### src/rtl/twbft_pkg.sv
// shared types, constants and codes of the two-wire bus frame transceiver
package twbft_pkg;

  // frame geometry
  localparam int FRAME_BITS = 32;
  localparam int WORD_W     = 32;
  localparam int SHIFT_W    = (FRAME_BITS > WORD_W) ? FRAME_BITS : WORD_W;
  localparam int IDX_W      = $clog2(SHIFT_W);
  localparam int BITS_W     = $clog2(FRAME_BITS + 1);
  localparam int TICK_W     = 4;
  localparam int LEFT_W     = 6;
  localparam int CMD_W      = 2;
  localparam int STATE_W    = 2;

  localparam logic [TICK_W-1:0] TICKS_RESET = TICK_W'(4);

  // input commands
  typedef enum logic [CMD_W-1:0] {
    CMD_TICK = 2'd0,
    CMD_EDGE = 2'd1,
    CMD_SEND = 2'd2,
    CMD_NONE = 2'd3
  } cmd_t;

  // bus phase
  typedef enum logic [STATE_W-1:0] {
    PH_IDLE = 2'd0,
    PH_RECV = 2'd1,
    PH_SEND = 2'd2,
    PH_TERM = 2'd3
  } phase_t;

  // one input item
  typedef struct packed {
    logic [CMD_W-1:0]  command;
    logic              carrier_level;
    logic              rx_level;
    logic [WORD_W-1:0] send_word;
  } item_t;

  // one result item
  typedef struct packed {
    logic               tx_level;
    logic               load_enable;
    logic               frame_valid;
    logic [WORD_W-1:0]  frame_word;
    logic               abort_flag;
    logic [LEFT_W-1:0]  abort_bits_left;
    logic               send_rejected;
    logic               frame_complete;
    logic [STATE_W-1:0] bus_state;
  } result_t;

endpackage

### src/rtl/twbft_if.sv
// handshake channels of the transceiver: input items, result items, configuration
interface twbft_in_if;
  import twbft_pkg::*;
  logic              valid;
  logic              ready;
  logic [CMD_W-1:0]  command;
  logic              carrier_level;
  logic              rx_level;
  logic [WORD_W-1:0] send_word;
  modport source (output valid, command, carrier_level, rx_level, send_word, input ready);
  modport sink   (input valid, command, carrier_level, rx_level, send_word, output ready);
endinterface

interface twbft_out_if;
  import twbft_pkg::*;
  logic               valid;
  logic               ready;
  logic               tx_level;
  logic               load_enable;
  logic               frame_valid;
  logic [WORD_W-1:0]  frame_word;
  logic               abort_flag;
  logic [LEFT_W-1:0]  abort_bits_left;
  logic               send_rejected;
  logic               frame_complete;
  logic [STATE_W-1:0] bus_state;
  modport source (output valid, tx_level, load_enable, frame_valid, frame_word, abort_flag,
                  abort_bits_left, send_rejected, frame_complete, bus_state, input ready);
  modport sink   (input valid, tx_level, load_enable, frame_valid, frame_word, abort_flag,
                  abort_bits_left, send_rejected, frame_complete, bus_state, output ready);
endinterface

interface twbft_cfg_if;
  import twbft_pkg::*;
  logic              valid;
  logic              ready;
  logic [TICK_W-1:0] bit_ticks;
  modport source (output valid, bit_ticks, input ready);
  modport sink   (input valid, bit_ticks, output ready);
endinterface

### src/rtl/two_wire_bus_frame_transceiver_unit.sv
// top level: input register, bus state update, result register, configuration
// an accepted item is held in the input register, and its result is registered in the result register, which offers it
// throughput: one item per cycle while results are taken
// the result register frees the input side when the sink takes a result
// reset: synchronous; idle phase, tx high, load off, 4 ticks per bit,
// no item held in either register
module two_wire_bus_frame_transceiver_unit
  import twbft_pkg::*;
(
  input  logic        clk,
  input  logic        rst,
  twbft_in_if.sink    item_in,
  twbft_out_if.source result_out,
  twbft_cfg_if.sink   cfg
);

  logic              s1_valid;
  item_t             s1_item;
  logic              out_valid;
  result_t           out_data;
  logic              step;
  result_t           result;
  logic [TICK_W-1:0] bit_ticks;

  assign step          = s1_valid && (!out_valid || result_out.ready);
  assign item_in.ready = !s1_valid || step;
  assign cfg.ready     = 1'b1;

  // configuration register
  always_ff @(posedge clk) begin
    if (rst) begin
      bit_ticks <= TICKS_RESET;
    end else if (cfg.valid) begin
      bit_ticks <= cfg.bit_ticks;
    end
  end

  // input register
  always_ff @(posedge clk) begin
    if (rst) begin
      s1_valid <= 1'b0;
    end else if (item_in.ready) begin
      s1_valid <= item_in.valid;
    end
  end

  always_ff @(posedge clk) begin
    if (item_in.ready && item_in.valid) begin
      s1_item.command       <= item_in.command;
      s1_item.carrier_level <= item_in.carrier_level;
      s1_item.rx_level      <= item_in.rx_level;
      s1_item.send_word     <= item_in.send_word;
    end
  end

  twbft_core u_core (
    .clk       (clk),
    .rst       (rst),
    .step      (step),
    .item      (s1_item),
    .bit_ticks (bit_ticks),
    .result    (result)
  );

  // result register
  always_ff @(posedge clk) begin
    if (rst) begin
      out_valid <= 1'b0;
    end else if (step) begin
      out_valid <= 1'b1;
    end else if (result_out.ready) begin
      out_valid <= 1'b0;
    end
  end

  always_ff @(posedge clk) begin
    if (step) begin
      out_data <= result;
    end
  end

  assign result_out.valid           = out_valid;
  assign result_out.tx_level        = out_data.tx_level;
  assign result_out.load_enable     = out_data.load_enable;
  assign result_out.frame_valid     = out_data.frame_valid;
  assign result_out.frame_word      = out_data.frame_word;
  assign result_out.abort_flag      = out_data.abort_flag;
  assign result_out.abort_bits_left = out_data.abort_bits_left;
  assign result_out.send_rejected   = out_data.send_rejected;
  assign result_out.frame_complete  = out_data.frame_complete;
  assign result_out.bus_state       = out_data.bus_state;

endmodule

### src/rtl/twbft_core.sv
// bus state registers and the single-pass update for one item
module twbft_core
  import twbft_pkg::*;
(
  input  logic              clk,
  input  logic              rst,
  input  logic              step,
  input  item_t             item,
  input  logic [TICK_W-1:0] bit_ticks,
  output result_t           result
);

  phase_t              phase, phase_next;
  logic [TICK_W-1:0]   ticks_remaining, ticks_remaining_next;
  logic [BITS_W-1:0]   bits_remaining, bits_remaining_next;
  logic [SHIFT_W-1:0]  frame_shift, frame_shift_next;
  logic                tx_drive, tx_drive_next;
  logic                load_drive, load_drive_next;

  logic [TICK_W-1:0]   ticks_dec;
  logic [BITS_W-1:0]   bits_dec;
  logic [SHIFT_W-1:0]  send_ext;
  logic                valid, aborted, rejected, complete;
  logic [LEFT_W-1:0]   abort_left;

  assign ticks_dec = ticks_remaining - TICK_W'(1);
  assign bits_dec  = bits_remaining - BITS_W'(1);
  assign send_ext  = SHIFT_W'(item.send_word);

  // next state and flags for the current item
  always_comb begin
    phase_next           = phase;
    ticks_remaining_next = ticks_remaining;
    bits_remaining_next  = bits_remaining;
    frame_shift_next     = frame_shift;
    tx_drive_next        = tx_drive;
    load_drive_next      = load_drive;
    valid                = 1'b0;
    aborted              = 1'b0;
    rejected             = 1'b0;
    complete             = 1'b0;
    abort_left           = '0;
    unique case (cmd_t'(item.command))
      CMD_EDGE: begin
        if (phase == PH_IDLE) begin
          phase_next           = PH_RECV;
          ticks_remaining_next = bit_ticks >> 1;
          bits_remaining_next  = BITS_W'(FRAME_BITS);
          frame_shift_next     = '0;
        end
      end
      CMD_SEND: begin
        if (phase != PH_IDLE) begin
          rejected = 1'b1;
        end else begin
          phase_next           = PH_SEND;
          frame_shift_next     = send_ext;
          ticks_remaining_next = bit_ticks;
          bits_remaining_next  = BITS_W'(FRAME_BITS - 1);
          load_drive_next      = 1'b1;
          tx_drive_next        = send_ext[FRAME_BITS-1];
        end
      end
      CMD_TICK: begin
        if (phase != PH_IDLE) begin
          ticks_remaining_next = ticks_dec;
          if (ticks_dec == '0) begin
            unique case (phase)
              // sample one bit or abort on lost carrier
              PH_RECV: begin
                if (!item.carrier_level) begin
                  phase_next = PH_IDLE;
                  aborted    = 1'b1;
                  abort_left = LEFT_W'(bits_remaining);
                end else begin
                  frame_shift_next     = {frame_shift[SHIFT_W-2:0], item.rx_level};
                  bits_remaining_next  = bits_dec;
                  ticks_remaining_next = bit_ticks;
                  if (bits_dec == '0) begin
                    valid      = 1'b1;
                    phase_next = PH_TERM;
                  end
                end
              end
              // drive next bit or release the line
              PH_SEND: begin
                ticks_remaining_next = bit_ticks;
                if (bits_remaining != '0) begin
                  bits_remaining_next = bits_dec;
                  tx_drive_next       = frame_shift[IDX_W'(bits_dec)];
                end else begin
                  tx_drive_next   = 1'b1;
                  load_drive_next = 1'b0;
                  phase_next      = PH_TERM;
                end
              end
              // wait for carrier off
              PH_TERM: begin
                if (item.carrier_level) begin
                  ticks_remaining_next = TICK_W'(1);
                end else begin
                  phase_next = PH_IDLE;
                  complete   = 1'b1;
                end
              end
              default: begin
              end
            endcase
          end
        end
      end
      default: begin
      end
    endcase
  end

  // result fields
  always_comb begin
    result.tx_level        = tx_drive_next;
    result.load_enable     = load_drive_next;
    result.frame_valid     = valid;
    result.frame_word      = valid ? frame_shift_next[WORD_W-1:0] : '0;
    result.abort_flag      = aborted;
    result.abort_bits_left = abort_left;
    result.send_rejected   = rejected;
    result.frame_complete  = complete;
    result.bus_state       = phase_next;
  end

  // state registers
  always_ff @(posedge clk) begin
    if (rst) begin
      phase           <= PH_IDLE;
      ticks_remaining <= '0;
      bits_remaining  <= '0;
      frame_shift     <= '0;
      tx_drive        <= 1'b1;
      load_drive      <= 1'b0;
    end else if (step) begin
      phase           <= phase_next;
      ticks_remaining <= ticks_remaining_next;
      bits_remaining  <= bits_remaining_next;
      frame_shift     <= frame_shift_next;
      tx_drive        <= tx_drive_next;
      load_drive      <= load_drive_next;
    end
  end

endmodule

### src/flat_wrapper.sv
// flat-port wrapper written by rule: the top's interface ports become plain ports
module two_wire_bus_frame_transceiver_unit_flat import twbft_pkg::*;
  (clk, rst, item_in_valid, item_in_command, item_in_carrier_level, item_in_rx_level, item_in_send_word, item_in_ready, result_out_valid, result_out_tx_level, result_out_load_enable, result_out_frame_valid, result_out_frame_word, result_out_abort_flag, result_out_abort_bits_left, result_out_send_rejected, result_out_frame_complete, result_out_bus_state, result_out_ready, cfg_valid, cfg_bit_ticks, cfg_ready);
  twbft_in_if item_in_i ();
  twbft_out_if result_out_i ();
  twbft_cfg_if cfg_i ();
  input  logic clk;
  input  logic rst;
  input wire logic [$bits(item_in_i.valid)-1:0] item_in_valid;
  input wire logic [$bits(item_in_i.command)-1:0] item_in_command;
  input wire logic [$bits(item_in_i.carrier_level)-1:0] item_in_carrier_level;
  input wire logic [$bits(item_in_i.rx_level)-1:0] item_in_rx_level;
  input wire logic [$bits(item_in_i.send_word)-1:0] item_in_send_word;
  output wire logic [$bits(item_in_i.ready)-1:0] item_in_ready;
  output wire logic [$bits(result_out_i.valid)-1:0] result_out_valid;
  output wire logic [$bits(result_out_i.tx_level)-1:0] result_out_tx_level;
  output wire logic [$bits(result_out_i.load_enable)-1:0] result_out_load_enable;
  output wire logic [$bits(result_out_i.frame_valid)-1:0] result_out_frame_valid;
  output wire logic [$bits(result_out_i.frame_word)-1:0] result_out_frame_word;
  output wire logic [$bits(result_out_i.abort_flag)-1:0] result_out_abort_flag;
  output wire logic [$bits(result_out_i.abort_bits_left)-1:0] result_out_abort_bits_left;
  output wire logic [$bits(result_out_i.send_rejected)-1:0] result_out_send_rejected;
  output wire logic [$bits(result_out_i.frame_complete)-1:0] result_out_frame_complete;
  output wire logic [$bits(result_out_i.bus_state)-1:0] result_out_bus_state;
  input wire logic [$bits(result_out_i.ready)-1:0] result_out_ready;
  input wire logic [$bits(cfg_i.valid)-1:0] cfg_valid;
  input wire logic [$bits(cfg_i.bit_ticks)-1:0] cfg_bit_ticks;
  output wire logic [$bits(cfg_i.ready)-1:0] cfg_ready;
  assign item_in_i.valid = item_in_valid;
  assign item_in_i.command = item_in_command;
  assign item_in_i.carrier_level = item_in_carrier_level;
  assign item_in_i.rx_level = item_in_rx_level;
  assign item_in_i.send_word = item_in_send_word;
  assign item_in_ready = item_in_i.ready;
  assign result_out_valid = result_out_i.valid;
  assign result_out_tx_level = result_out_i.tx_level;
  assign result_out_load_enable = result_out_i.load_enable;
  assign result_out_frame_valid = result_out_i.frame_valid;
  assign result_out_frame_word = result_out_i.frame_word;
  assign result_out_abort_flag = result_out_i.abort_flag;
  assign result_out_abort_bits_left = result_out_i.abort_bits_left;
  assign result_out_send_rejected = result_out_i.send_rejected;
  assign result_out_frame_complete = result_out_i.frame_complete;
  assign result_out_bus_state = result_out_i.bus_state;
  assign result_out_i.ready = result_out_ready;
  assign cfg_i.valid = cfg_valid;
  assign cfg_i.bit_ticks = cfg_bit_ticks;
  assign cfg_ready = cfg_i.ready;
  two_wire_bus_frame_transceiver_unit u_core (.clk(clk), .rst(rst), .item_in(item_in_i), .result_out(result_out_i), .cfg(cfg_i));
endmodule
### config.mk
export PLATFORM = sky130hd
export DESIGN_NAME = two_wire_bus_frame_transceiver_unit_flat
export DESIGN_NICKNAME = d
export VERILOG_FILES = /design/src/rtl/twbft_pkg.sv /design/src/rtl/twbft_if.sv /design/src/rtl/two_wire_bus_frame_transceiver_unit.sv /design/src/rtl/twbft_core.sv /design/src/flat_wrapper.sv
export SDC_FILE = /design/constraint.sdc
export NUM_CORES = 1
export LEC_CHECK = 0
export ABC_AREA = 1
export BUFFER_PORTS_ARGS = -buffer_cell sky130_fd_sc_hd__buf_2
export CORE_ASPECT_RATIO = 2
export CORE_MARGIN = 1
export CORE_UTILIZATION = 24
export DETAILED_ROUTE_END_ITERATION = 7
export GPL_ROUTABILITY_DRIVEN = 0
export PLACE_DENSITY = 0.5
export SLEW_MARGIN = 20
export SYNTH_ARGS = -nofsm -noshare
export SYNTH_HDL_FRONTEND = slang
export SYNTH_HIERARCHICAL = 1
export SYNTH_SLANG_ARGS = --single-unit
### constraint.sdc
create_clock -name clk -period 4.8 [get_ports clk]
set_clock_uncertainty 0.2 [all_clocks]
set_input_delay 0.72 -clock clk [delete_from_list [all_inputs] [get_ports clk]]
set_output_delay 0.72 -clock clk [all_outputs]
set_load 0.02 [all_outputs]
==> reports/results.ini, run 1 <==
[status]
status=completed

[route]
wl_um=24000
via_per_inst=4.88
drc_errors=0
vias=6727
drt_first_pass_iters=5
ant_nets=0
dr.first_iter.drc_count=373
routedWlPerCell_um=17.4

[power]
power_density_nw_per_um2=368
total_power_mw=3.17
p_leak_nw=3.50
peakVddDrop_mv=0.239

[floorplanning]
die_area_um2=31600
rows=90
initial_core_util_pct=24.5
core_um2=30300
die_y_um=250
boundaryPins=94
die_x_um=126

[timing]
setup_violations=0
period_share_pct=69.6
timing_hold_violations_final=0
rsz0062_at_grt=false
tns_ns=0
min_period_ns=3.34
fmax_mhz=300
tightest_slew_ns=0.945
slew_headroom_pct=37.0
final_max_slew_viol_count=0
setup_ws_ns=1.46

[final_layout]
diodes=0
multiInputGateArea_um2=3240
finish.utilization_pct=28.5
fill_cells=3232
final_layout_size_suffix_gt1_share_pct=16.1
syn_to_final_growth_pct=16.5
nets=1046
regArea_um2=3500

[clock_network]
htreeDepth=4
clk_path_buf_depth=2
numCtsBuffers=17
root_buffer=clkbuf_16
cts_tree=done
postCtsSetupBuffers=0
cts_sinks=134
cts_resized=0
clock_latency_ns=0.44
ctsHoldBuffers=0
cts.clk_slew.worst_paths_ns=0.06

[synth]
synth_top_area_share_pct=33.2
yosysSeqAreaShare_pct=47.3
synth_cells=941
ys_warn_count=6
synthArstFlopShare_pct=0
synth_area_um2=7410
syn-num-nets=990
synth_cell_types=44
avgSynthCellArea_um2=7.87
synth.most_common_cell=nand2_1
synth.area.top_cells=edfxtp_1 (33%), dfxtp_1 (14%), nand2_1 (13%)
synthTopCellsByCount=nand2_1 (251), o21ai_0 (121), edfxtp_1 (82)
synth-main-ff-cell=edfxtp_1
synth_edf_count=82
yosysTopAreaCell=edfxtp_1
ys_ff_latch=134

[grt]
antenna_found_initial=0
grt_pass1_wl_um=36800
overflow=0
grt_use_total_pct=15.8
grt_pass1_vias=6522
grt_max_degree=68

[setup_path]
cp.arrival_ns=3.43
crit_path_max_fanout=49
critPathCaptureType=flop
crit_required_ns=4.89
path_class=flop to flop
critPathLaunchType=flop

[place]
place_ws_ns=1.46
place_hpwl_um=17000
io_buffers=92

[job]
cap_violations=0

[hold_path]
hp-class=input port to flop

## where the power goes
group          total (mW)  leakage [nW]  internal, mW  switching (mW)
registers            1.35          1.24          1.29          0.0630
clock network        1.32         0.277         0.784           0.537
logic               0.500          1.99         0.160           0.341
total                3.17          3.50          2.23           0.941
## flip-flops by register name, indices dropped and copies added, names as in the netlist, 2 cells and up
register and cells:
u_core/bit_ticks 4, u_core/result_out.abort_bits_left 6, u_core/result_out.bus_state 2, u_core/result_out.frame_word 32, u_core/s1_item 36, u_core/u_core/bits_remaining 6, u_core/u_core/frame_shift 32, u_core/u_core/phase 2
u_core/u_core/ticks_remaining 4
## final timing paths
| kind | start | end | slack (ns) | cells past startpoint |
|---|---|---|---|---|
| setup / recovery | u_core/u_core/ticks_remaining[0] | u_core/result_out.frame_word[0] | 1.46 | 10 |
| hold / removal | item_in_send_word[13] | u_core/s1_item[13] | 0.25 | 1 |
| setup reg to reg | u_core/u_core/ticks_remaining[0] | u_core/result_out.frame_word[0] | 1.46 | 10 |
| hold reg to reg | u_core/bit_ticks[2] | u_core/bit_ticks[2] | 0.26 | 2 |
## per-stage QoR
| stage | std cells | hold WS [ns] | area (µm²) |
|---|---|---|---|
| 2_1_floorplan | 941 | 0.226 | 7410 |
| 3_3_place_gp | 1346 | 0.247 | 8040 |
| 3_5_place_dp | 1346 | 0.243 | 8040 |
| 4_1_cts | 1378 | 0.226 | 8630 |
| 5_1_grt | 1378 | 0.225 | 8630 |
| 6_report | 1378 | 0.249 | 8630 |
## cell families (layout without fill, tap and decap cells)
logic type / count (synthesis) / count (layout) / synth area share, %
other cells: 1 / 1 / 0.0506
buf+inv: 144 / 213 / 9.19
compound gates: 263 / 263 / 19.8
flops: 134 / 134 / 47.3
xor+xnor: 5 / 5 / 0.794
simple gates: 390 / 390 / 22.2
fa+ha+maj: 4 / 4 / 0.676
## worst max-delay path: stages (launching register included)
cell and delay [ns]:
dfxtp_1 0.37, inv_1 0.08, ha_1 0.21, xor2_1 0.15, nor2_1 0.21, nand2_4 0.25
inv_2 0.75, nand3_1 0.23, nor2_2 0.21, inv_2 0.29, nor2_1 0.19
## cell usage in the layout, fill, tap and decap left out, types with 4 or more instances in the layout
| cell | n |
|---|---|
| buf_2 | 92 |
| a21oi_1 | 64 |
| dfxtp_1 | 52 |
| nand2_1 | 251 |
| buf_4 | 11 |
| clkinvlp_4 | 4 |
| ha_1 | 4 |
| nand3_1 | 61 |
| o21ai_0 | 121 |
| nand4_1 | 4 |
| clkbuf_16 | 17 |
| o211ai_1 | 13 |
| inv_2 | 8 |
| inv_1 | 68 |
| a221oi_1 | 22 |
| nor2_4 | 4 |
| o21ai_1 | 30 |
| nor2_2 | 4 |
| edfxtp_1 | 82 |
| nor2_1 | 55 |
| inv_6 | 4 |
## per-layer routing
metal | wire (µm) | part of all wire [%] | track usage (%) | vias up
li1 | - | - | - | 3308
met1 | 8100 | 34 | 14.5 | 3220
met2 | 14000 | 58 | 31.2 | 155
met3 | 782 | 3.3 | 3.16 | 44
met4 | 1170 | 4.8 | 9.50 | 0
met5 | 0 | 0 | 0 | -
## cell type report
class | instances | share of cell area, %
inverter | 78 | 3.42
clock buffer | 19 | 5.13
multi-input combinational | 663 | 37.5
timing repair buffer | 103 | 6.29
tap | 368 | 5.34
clock inverter | 13 | 1.71
sequential | 134 | 40.6
No activity file was read; power rests on OpenSTA's default activity.
==> run 2: changes to the inputs <==
Clock period 4.8 ns to 2.7 ns, I/O delays scaled along.
==> run 2 against run 1 <==
  * Utilization increased by 2.2 points
  * Hold slack worse by 0.21 ns
  * Sequential cell count unchanged
  * Routed wire length is 0.37% higher
  * Die area unchanged
  * Worst setup slack got worse by 1.2 ns
  * Cell area up 7.6%
  * Critical path depth rose by 2
  * Clock power increased by 76%
  * Fmax is 38% higher
  * Non-clock buffer count is 69 higher
  * Total power rose by 80%
  * Critical path type unchanged
  * Highest routed layer unchanged
==> reports/results.ini, run 2 (synthesized netlist as in run 1, its figures left out) <==
[setup_path]
critical-path-max-stage-delay_ns=0.37  ; was 0.75 ns
crit_path_max_fanout=21  ; was 49
reg2reg_from=u_core/u_core/ticks_remaining[0]  ; unchanged
critPathLaunchType=flop  ; unchanged
path_class=flop to flop  ; unchanged
cp.arrival_ns=2.40  ; was 3.43 ns
critPathSlowestCell=dfxtp_1  ; was inv_2
crit_required_ns=2.68  ; was 4.89 ns
crit_path_start=u_core/u_core/ticks_remaining[0]  ; unchanged
critPathCaptureType=flop  ; unchanged
worstPathCellList=inv_1, ha_1, xor2_1, nor2_1, nand2_4, inv_2, buf_4, nand2_1, o211ai_1, nand2_1, o21ai_0, nor2_1  ; was inv_1, ha_1, xor2_1, nor2_1, nand2_4, inv_2, nand3_1, nor2_2, inv_2, nor2_1

[clock_network]
postCtsSetupBuffers=0  ; unchanged
cts_resized=0  ; unchanged
htreeDepth=4  ; unchanged
cts.clk_slew.worst_paths_ns=0.07  ; was 0.06 ns
ctsHoldBuffers=41  ; was 0
root_buffer=clkbuf_16  ; unchanged
cts_sinks=134  ; unchanged
numCtsBuffers=17  ; unchanged
clock_latency_ns=0.45  ; was 0.44 ns
cts_tree=done  ; unchanged
clk_path_buf_depth=2  ; unchanged

[final_layout]
diodes=0  ; unchanged
final_layout_size_suffix_gt1_share_pct=17.7  ; was 16.1%
mostFrequentLayoutCell=nand2_1  ; unchanged
regMostFlops=u_core/s1_item  ; unchanged
stdcell_area_um2=9280  ; was 8630 µm²
largest_reg_flops=36  ; unchanged
finish.utilization_pct=30.6  ; was 28.5%
syn_to_final_growth_pct=25.3  ; was 16.5%
final_cell_mix=nand2_1 (251), o21ai_0 (121), buf_2 (92)  ; unchanged
nets=1115  ; was 1046

[job]
cap_violations=0  ; unchanged

[grt]
top_usage_layer=met2  ; unchanged
antenna_found_initial=0  ; unchanged
gr-usage-met1_pct=13.9  ; was 14.5%
overflow=0  ; unchanged
grt_max_degree=114  ; was 68
global_route.usage.met3_pct=2.97  ; was 3.16%
grt_pass1_vias=6781  ; was 6522
grt_pass1_wl_um=36800  ; unchanged
grt_util_met2_pct=31.3  ; was 31.2%
grt_use_total_pct=15.7  ; was 15.8%

[route]
via_per_inst=4.67  ; was 4.88
drt_first_pass_iters=5  ; unchanged
ant_nets=0  ; unchanged
routedWlPerCell_um=16.7  ; was 17.4 µm
wl_um=24100  ; was 24000 µm
vias=6761  ; was 6727
dr.first_iter.drc_count=387  ; was 373
drc_errors=0  ; unchanged

[floorplanning]
die_area_um2=31600  ; unchanged
initial_core_util_pct=24.5  ; unchanged
die_x_um=126  ; unchanged
rows=90  ; unchanged
die_y_um=250  ; unchanged
core_um2=30300  ; unchanged
boundaryPins=94  ; unchanged

[power]
power_density_nw_per_um2=616  ; was 368 nW/µm²
peakVddDrop_mv=0.468  ; was 0.239 mV
p_leak_nw=3.83  ; was 3.50 nW

[place]
io_buffers=92  ; unchanged
place_hpwl_um=17000  ; about the same
place_area_um2=8290  ; was 8040 µm²

[timing]
fmax_mhz=414  ; was 300 MHz
tns_ns=0  ; unchanged
timing_hold_violations_final=0  ; unchanged
final_max_slew_viol_count=0  ; unchanged
tightest_slew_ns=0.727  ; was 0.945 ns
slew_headroom_pct=51.1  ; was 37.0%
min_period_ns=2.42  ; was 3.34 ns
setup_violations=0  ; unchanged
period_share_pct=89.6  ; was 69.6%
rsz0062_at_grt=false  ; unchanged

[hold_path]
hold_path.startpoint=cfg_valid  ; was item_in_send_word[13]
hp-class=input port to flop  ; unchanged

[status]
status=completed  ; unchanged

run 2: cell types whose count changed in the layout (fill, tap and decap cells not counted), sizes merged:
cell	previous run	this run
buf	103	131
clkbuf	19	18
clkinv	4	5
clkinvlp	4	3
dlygate4sd3	0	41
inv	81	82
run 2: power breakdown:
| group | switching [mW] | total (mW) | internal, mW | leakage (nW) |
|---|---|---|---|---|
| registers | 0.0988 | 2.39 | 2.29 | 1.24 |
| logic | 0.638 | 1.00 | 0.367 | 2.32 |
| clock network | 0.955 | 2.32 | 1.37 | 0.278 |
run 2: path summary, 6_finish.rpt:
kind                                     endpoint  depth (start not counted)  slack (ns)
setup reg to reg  u_core/result_out.frame_word[6]                         12        0.28
hold / removal                u_core/bit_ticks[2]                          3        0.03
setup / recovery  u_core/result_out.frame_word[6]                         12        0.28
hold reg to reg               u_core/bit_ticks[2]                          2        0.26
run 2: metal layers:
layer | vias to the layer above | routed length (µm)
met2 | 130 | 14000
met4 | 0 | 1240
met3 | 50 | 683
li1 | 3445 | -
met5 | - | 0
met1 | 3136 | 8250
run 2: area by class of cell:
cell class	count	area, µm²
clock buffers	18	429
well taps	368	460
clock inverters	14	150
flip-flops and latches	134	3500
multi-input cells	663	3240
fillers	3205	21000
repair buffers	172	1200
inverters	78	295
run 2: through the flow:
step,instances,worst slack [ns],total power [mW],hold slack (ns)
global placement,1374,0.337,3.38,0.243
floorplan,941,0.0735,3.06,0.226
detailed placement,1374,0.315,3.40,0.248
CTS,1447,0.287,5.79,0.0116
global route,1447,0.0688,5.99,0.0476
finish,1447,0.282,5.71,0.0350
run 2: worst max-delay path: cells and delay by family (launching register included):
kind	cells	cell delay, ns
adders and majority gates	1	0.21
and+or+nand+nor	5	0.54
DFF	1	0.37
xor gates and xnor gates	1	0.15
buffers and inverters	3	0.43
AOI/OAI and AO/OA	2	0.25
